--- config.mk ---
export PLATFORM = sky130hd
export DESIGN_NAME = rtau_cfg
export DESIGN_NICKNAME = d
export VERILOG_FILES = /design/src/hdl/rigid_transform_adjoint_unit_core_defines.svh /design/src/hdl/rtau_pkg.sv /design/src/hdl/rtau_cfg.sv
export SDC_FILE = /design/constraint.sdc
export NUM_CORES = 1
export LEC_CHECK = 0
export ABC_AREA = 1
export BUFFER_PORTS_ARGS = -buffer_cell sky130_fd_sc_hd__buf_2
export CAP_MARGIN = 40
export CORE_ASPECT_RATIO = 0.8
export CORE_UTILIZATION = 51
export CTS_CLUSTER_DIAMETER = 30
export DETAILED_ROUTE_END_ITERATION = 8
export MAX_ROUTING_LAYER = met4
export PLACE_DENSITY = 0.8
export SLEW_MARGIN = 20
export SYNTH_ARGS = -nofsm -noshare
export SYNTH_HDL_FRONTEND = slang
export SYNTH_SLANG_ARGS = --single-unit
export TNS_END_PERCENT = 10
--- constraint.sdc ---
create_clock -name clk -period 0.8 [get_ports clk]
set_input_delay 0.04 -clock clk [delete_from_list [all_inputs] [get_ports clk]]
set_output_delay 0.04 -clock clk [all_outputs]
set_load 0.01 [all_outputs]
--- src/hdl/rigid_transform_adjoint_unit_core_defines.svh ---
// Assertion macros shared by the rigid transform unit.
// Each use expands to a labeled concurrent assertion clocked on clk and
// disabled while rst_n is low. Under SYNTH the uses expand to nothing.
`ifndef RIGID_TRANSFORM_ADJOINT_UNIT_CORE_DEFINES_SVH
`define RIGID_TRANSFORM_ADJOINT_UNIT_CORE_DEFINES_SVH

`ifndef SYNTH
// ante |-> cons in the same cycle
`define RTAU_ASSERT_IMPL(label, ante, cons) \
    label: assert property (@(posedge clk) disable iff (!rst_n) (ante) |-> (cons)) \
        else $error("rtau: same-cycle check failed");
// ante |=> cons in the next cycle
`define RTAU_ASSERT_NEXT(label, ante, cons) \
    label: assert property (@(posedge clk) disable iff (!rst_n) (ante) |=> (cons)) \
        else $error("rtau: next-cycle check failed");
`else
`define RTAU_ASSERT_IMPL(label, ante, cons)
`define RTAU_ASSERT_NEXT(label, ante, cons)
`endif

`endif

--- src/hdl/rtau_pkg.sv ---
package rtau_pkg;

    // Field and register widths
    localparam int CfgW     = 48;
    localparam int CfgIdxW  = 3;
    localparam int WordW    = 32;
    localparam int CoefW    = 16;

    // Fixed-point shifts: Q1.14 rotation, Q16.16 cross product
    localparam int RotShift = 14;
    localparam int CrsShift = 16;

    // Internal widths
    localparam int RotProdW = CoefW + WordW;
    localparam int RotTermW = RotProdW - RotShift;
    localparam int RotSumW  = RotTermW + 2;      // three terms plus translation
    localparam int CrsProdW = 2 * WordW;
    localparam int CrsTermW = CrsProdW - CrsShift;
    localparam int CrsDiffW = CrsTermW + 1;
    localparam int WideW    = CrsDiffW + 1;      // widest pre-saturation sum

    // Pipeline depths of the two halves
    localparam int FrontDepth = 4;
    localparam int BackDepth  = 3;

    // Reset pose: identity rotation
    localparam logic [CfgW-1:0] RotRow0Rst = 48'h0000_0000_4000;
    localparam logic [CfgW-1:0] RotRow1Rst = 48'h0000_4000_0000;
    localparam logic [CfgW-1:0] RotRow2Rst = 48'h4000_0000_0000;

    typedef logic signed [CoefW-1:0]    coef_t;
    typedef logic signed [WordW-1:0]    word_t;
    typedef logic signed [RotProdW-1:0] rprod_t;
    typedef logic signed [RotSumW-1:0]  rsum_t;
    typedef logic signed [CrsProdW-1:0] cprod_t;
    typedef logic signed [CrsDiffW-1:0] cdiff_t;
    typedef logic signed [WideW-1:0]    wide_t;

    typedef enum logic [1:0] {
        FUNC_POINT     = 2'd0,
        FUNC_POINT_INV = 2'd1,
        FUNC_ADJ       = 2'd2,
        FUNC_ADJ_T     = 2'd3
    } func_t;

    typedef enum logic [CfgIdxW-1:0] {
        REG_ROT_ROW0 = 3'd0,
        REG_ROT_ROW1 = 3'd1,
        REG_ROT_ROW2 = 3'd2,
        REG_TRANS_X  = 3'd3,
        REG_TRANS_Y  = 3'd4,
        REG_TRANS_Z  = 3'd5
    } cfg_reg_t;

    typedef struct packed {
        func_t func;
        word_t in_v0;
        word_t in_v1;
        word_t in_v2;
        word_t in_v3;
        word_t in_v4;
        word_t in_v5;
    } req_t;

    typedef struct packed {
        word_t out_v0;
        word_t out_v1;
        word_t out_v2;
        word_t out_v3;
        word_t out_v4;
        word_t out_v5;
    } rsp_t;

    // Pose as used by the datapath: rot[row][col], trans[axis]
    typedef struct packed {
        coef_t [2:0][2:0] rot;
        word_t [2:0]      trans;
    } pose_t;

    // Hand-off from the front half to the back half
    typedef struct packed {
        func_t        func;
        word_t [2:0]  ra;   // first rotation, saturated
        word_t [2:0]  bv;   // x_bot - t x x_top, saturated
        rsum_t [2:0]  sb;   // R*x_top, unsaturated
    } mid_t;

    // Clamp to the signed 32-bit range
    function automatic word_t sat_word(input wide_t v);
        if ((&v[WideW-1:WordW-1]) || !(|v[WideW-1:WordW-1]))
            return v[WordW-1:0];
        else if (v[WideW-1])
            return {1'b1, {(WordW-1){1'b0}}};
        else
            return {1'b0, {(WordW-1){1'b1}}};
    endfunction

    function automatic rprod_t rot_mul(input coef_t c, input word_t x);
        return RotProdW'(c) * RotProdW'(x);
    endfunction

    function automatic cprod_t crs_mul(input word_t a, input word_t b);
        return CrsProdW'(a) * CrsProdW'(b);
    endfunction

    // Floor shift by dropping low bits, then sign-extend to sum width
    function automatic rsum_t rot_term(input rprod_t p);
        return RotSumW'($signed(p[RotProdW-1:RotShift]));
    endfunction

    function automatic cdiff_t crs_term(input cprod_t p);
        return CrsDiffW'($signed(p[CrsProdW-1:CrsShift]));
    endfunction

endpackage

--- src/hdl/rtau_cfg.sv ---
module rtau_cfg
    import rtau_pkg::*;
(
    input  logic               clk,
    input  logic               rst_n,
    input  logic               cfg_valid,
    output logic               cfg_ready,
    input  logic [CfgIdxW-1:0] cfg_index,
    input  logic [CfgW-1:0]    cfg_data,
    output pose_t              pose
);

    logic [2:0][CfgW-1:0] row_reg;
    logic [2:0][CfgW-1:0] row_next;
    word_t [2:0]          trans_reg;
    word_t [2:0]          trans_next;

    assign cfg_ready = 1'b1;

    // Register write decode; unknown indexes are dropped
    always_comb
    begin
        row_next   = row_reg;
        trans_next = trans_reg;
        if (cfg_valid && cfg_ready)
        begin
            case (cfg_reg_t'(cfg_index))
                REG_ROT_ROW0: row_next[0]   = cfg_data;
                REG_ROT_ROW1: row_next[1]   = cfg_data;
                REG_ROT_ROW2: row_next[2]   = cfg_data;
                REG_TRANS_X:  trans_next[0] = cfg_data[WordW-1:0];
                REG_TRANS_Y:  trans_next[1] = cfg_data[WordW-1:0];
                REG_TRANS_Z:  trans_next[2] = cfg_data[WordW-1:0];
                default: ;
            endcase
        end
    end

    always_ff @(posedge clk or negedge rst_n)
    begin
        if (!rst_n)
        begin
            row_reg   <= {RotRow2Rst, RotRow1Rst, RotRow0Rst};
            trans_reg <= '0;
        end
        else
        begin
            row_reg   <= row_next;
            trans_reg <= trans_next;
        end
    end

    // Unpack rows into entries, entry 0 in the low slot
    always_comb
    begin
        for (int i = 0; i < 3; i++)
        begin
            for (int j = 0; j < 3; j++)
            begin
                pose.rot[i][j] = row_reg[i][CoefW*j +: CoefW];
            end
        end
        pose.trans = trans_reg;
    end

endmodule

## Word level (Yosys, flattened, before mapping)

Cells that the tools add are included.
W data, S select, Z words.

- Register bits after elaboration: 240
- Input port bits: 54
- Output and inout port bits: 241

- Reduce and logical (&&, ||, !) cells: 7
- Eq/ne operators: 5

Operator list:

| cell | number |
|---|---|
| $reduce_and A2 Y1 | 6 |
| $eq A3 B2 Y1 const B | 2 |
| $eq A3 B3 Y1 const B | 2 |
| $eq A3 B1 Y1 const B | 1 |
| $logic_not A3 Y1 | 1 |

## Logic depth before layout (Yosys ltp)

- Depth after elaboration: 2
- Depth in mapped cells: 7

## Least setup slack after synthesis

Ideal clock, no wire load.

- Kind: in2reg
- Start: in cfg_valid
- End: reg trans_reg, in the netlist pose[10]
- Setup slack: -0.069 ns
- Data required time: 0.684 ns
- Setup time: 0.116 ns
- Arrival time: 0.752 ns
- Cell stages on the path: 7
- Cell sequence: inv_1 nor2_2 buf_4 nand2_1 clkbuf_1 nand2_1 nand2_1

- Cells in the longest elaborated chain, start to end: 1

Ends and longest elaborated chain:

| item | RTL line | text |
|---|---|---|
| from (decl) | rtau_cfg.sv:6 | `input logic cfg_valid,` |
| $reduce_and A2 Y1 (no source line) | - |  |
| to (signal assigned) | rtau_cfg.sv:49 | `trans_reg <= trans_next;` |
| to (decl) | rtau_cfg.sv:15 | `word_t [2:0] trans_reg;` |

Every way passes these cells.
A chain may end at the register's enable or synchronous reset.

## Final worst setup path

- Start: reg row_reg, in the netlist pose[174]
- End: out pose[174] (netlist name)

RTL lines:

| item | RTL line | text |
|---|---|---|
| from (decl) | rtau_cfg.sv:13 | `logic [2:0][CfgW-1:0] row_reg;` |
| from (signal assigned) | rtau_cfg.sv:43 | `row_reg <= {RotRow2Rst, RotRow1Rst, RotRow0Rst};` |
| from (signal assigned) | rtau_cfg.sv:48 | `row_reg <= row_next;` |
| to (decl) | rtau_cfg.sv:10 | `output pose_t pose` |

No word-level cell between the ends.

==> results.py <==
metrics = {
    "sta": {
        "worst_slack_ns": -0.390,
        "final_max_slew_viol_count": 0,
        "fin_skew_ns": 0,
        "finalHoldViolations": 5,
        "setup_viol": 243,
        "period_minus_slack_ns": 1.19,
        "rsz0062_at_grt": "yes",
        "tns_ns": -62.78,
        "fin_hold_ws_ns": -0.0228,
        "clock.fmax_ghz": 0.840,
        "fin_crit_sh_pct": 149,
    },
    "synth": {
        "post-synth-top-count-cell": "nand2_1",
        "syn-cell-area_um2": 9360,
        "syn_avg_cell_area_um2": 8.90,
        "ys_types": 15,
        "synth_edf_count": 0,
        "ys_warn_count": 0,
        "synth_top_area_share_pct": 63.4,
        "synth.area.top_cells": "dfrtp_1 (63%), nand2_1 (22%), nand3_1 (9.4%)",
        "synth.largest_area_cell": "dfrtp_1",
        "synth_common_cells": "nand2_1 (554), dfrtp_1 (237), nand3_1 (176), buf_2 (29), clkbuf_1 (29)",
        "async_reset_ff_share_pct": 100,
        "synth-seq-cells": 240,
        "seq_area_frac_synth_pct": 64.2,
        "ys.flop_type": "dfrtp_1",
        "synth_cells": 1051,
        "syn-num-nets": 1105,
    },
    "run": {
        "drv_cap": 0,
    },
    "placed_design": {
        "dpl_worst_slack_ns": -0.257,
        "dpl.hpwl_um": 18600,
        "place_inst": 1545,
        "globalplace.congestion": 0.888,
        "port_buffers": 293,
    },
    "drt": {
        "dr.pass1.iters": 5,
        "routed-via-count": 9046,
        "drt_iter0_markers": 730,
        "route.detailed.drc": 0,
        "via_per_inst": 5.40,
        "wl_per_cell_um": 18.1,
        "ant_nets": 0,
        "totalWireLength_um": 30300,
    },
    "layout": {
        "layout-drive-gt1-share_pct": 29.7,
        "area_growth_syn_to_layout_pct": 45.4,
        "regArea_um2": 6010,
        "fillers": 1164,
        "largest_reg_flops": 240,
        "diodes": 0,
        "multi_input_area_um2": 3040,
        "fin_cells": 1675,
        "finish.net_count": 1477,
    },
    "power_and_ir_drop": {
        "ir_worst_vdd_uv": 1710,
        "total_power_w": 0.0400,
        "p_per_area_nw_per_um2": 2940,
        "static-leakage-power_nw": 7.66,
    },
    "critical_path": {
        "cp-start-kind": "flip-flop",
        "cp.depth": 1,
        "critPathLaunch": "pose[174]",
        "reg2reg_slack_ns": -0.09,
        "crit_path_max_fanout": 2,
        "crit_end": "pose[174]",
        "reg2reg_to": "pose[41]",
        "cp_cell_sequence": "buf_6",
        "cp_top_family": "flip-flops",
        "rr_startpoint": "pose[41]",
        "required_ns": 0.76,
        "rr_worst_depth": 4,
        "path_class": "flip-flop to primary output",
        "cp.buffers_inverters": 1,
        "critPathMaxStageDelay_ns": 0.55,
        "crit_arrival_ns": 1.15,
        "cp-end-kind": "primary output",
        "cp_slowest_cell": "dfstp_2",
    },
    "die": {
        "die_area_um2": 18900,
        "die_w_um": 153,
        "rows": 43,
        "start_util_pct": 53.0,
        "num_io_pins": 295,
        "core_region_area_um2": 17600,
        "die_h_um": 123,
    },
    "outcome": {
        "violations": "negative hold slack, negative setup slack",
        "status": "complete, but fails checks",
    },
    "grt": {
        "grt_max_degree": 70,
        "grt_pass1_vias": 8728,
        "grt_overflow_total": 0,
        "track_usage_pct": 33.0,
        "grt_pass1_wl_um": 46800,
        "grt_antenna_before_repair": 0,
    },
    "clock_tree": {
        "clockBufferDepth": 3,
        "cts_tree": "yes",
        "root_buffer": "clkbuf_16",
        "cts_hold_buf": 49,
        "path_clk_slew_ns": 0.05,
        "insertion_delay_ns": 0.49,
        "clock-sinks": 240,
        "htree_levels": 2,
        "numCtsBuffers": 36,
    },
    "worst_hold_path": {
        "min_path_type": "input port to async pin",
    },
}
[where the power goes]
group,switching (W),internal [W],leakage (nW)
Combinational,0.00448,0.00364,4.04
Sequential,0.00153,0.0145,3.01
Clock,0.00573,0.0102,0.606
Total,0.0117,0.0283,7.66
[through the flow]
step                      utilization (%)  instance area (um^2)
after detailed placement             64.8                 11400
after global routing                 77.1                 13600
final                                77.1                 13600
after floorplan                         -                  9370
after global placement               64.8                 11400
after CTS                            76.2                 13400
[placed cells by master, fill, tap and decap left out]
cell	count
clkbuf_1	3
clkinv_4	4
clkinvlp_4	3
inv_2	1
clkinv_2	4
buf_2	243
nor2_4	6
nand2_2	5
buf_6	49
conb_1	1
inv_6	5
nand3_1	176
inv_1	4
buf_12	22
clkbuf_16	37
bufinv_16	4
buf_4	38
clkinv_8	1
buf_8	1
dfstp_2	3
dfrtp_1	237
nand2_1	549
dlygate4sd3_1	49
clkbuf_8	3
inv_8	1
clkinv_1	1
[logic make-up after synthesis]
| family | count (synthesis) | synth area share [%] |
|---|---|---|
| other | 1 | 0.0401 |
| and+or+nand+nor | 736 | 32.0 |
| buffers and inverters | 74 | 3.68 |
| DFF | 240 | 64.2 |
[routing by layer]
layer	global-route usage, %	vias up	wire, um
met5	-	-	0
met4	11.2	0	710
met3	6.52	62	2760
met2	52.2	522	14600
met1	43.3	4406	12200
li1	-	4056	-
[what timing repair did]
item,in CTS,in global routing
gates resized for setup,33,17
buffers inserted,8,8
setup endpoints to repair,240,240
hold endpoints to repair,480,5
[final cells by class]
type,count,share of cell area (%)
sequential,240,44.2
multi-input combinational,737,22.4
timing repair buffer,402,22.0
clock buffer,43,7.19
tap,225,2.07
clock inverter,22,1.98
inverter,6,0.166
[how the worst min path moves through the flow]
stage	slack, ns	cells after the start	to
after CTS	-0.05	2	pose[74]
after floorplan	-0.26	0	pose[0]
after global placement	-0.11	1	pose[74]
after detailed placement	-0.11	1	pose[74]
after global routing	-0.02	2	pose[171]
final	-0.02	2	pose[74]
No activity file was read; power rests on OpenSTA's default activity.
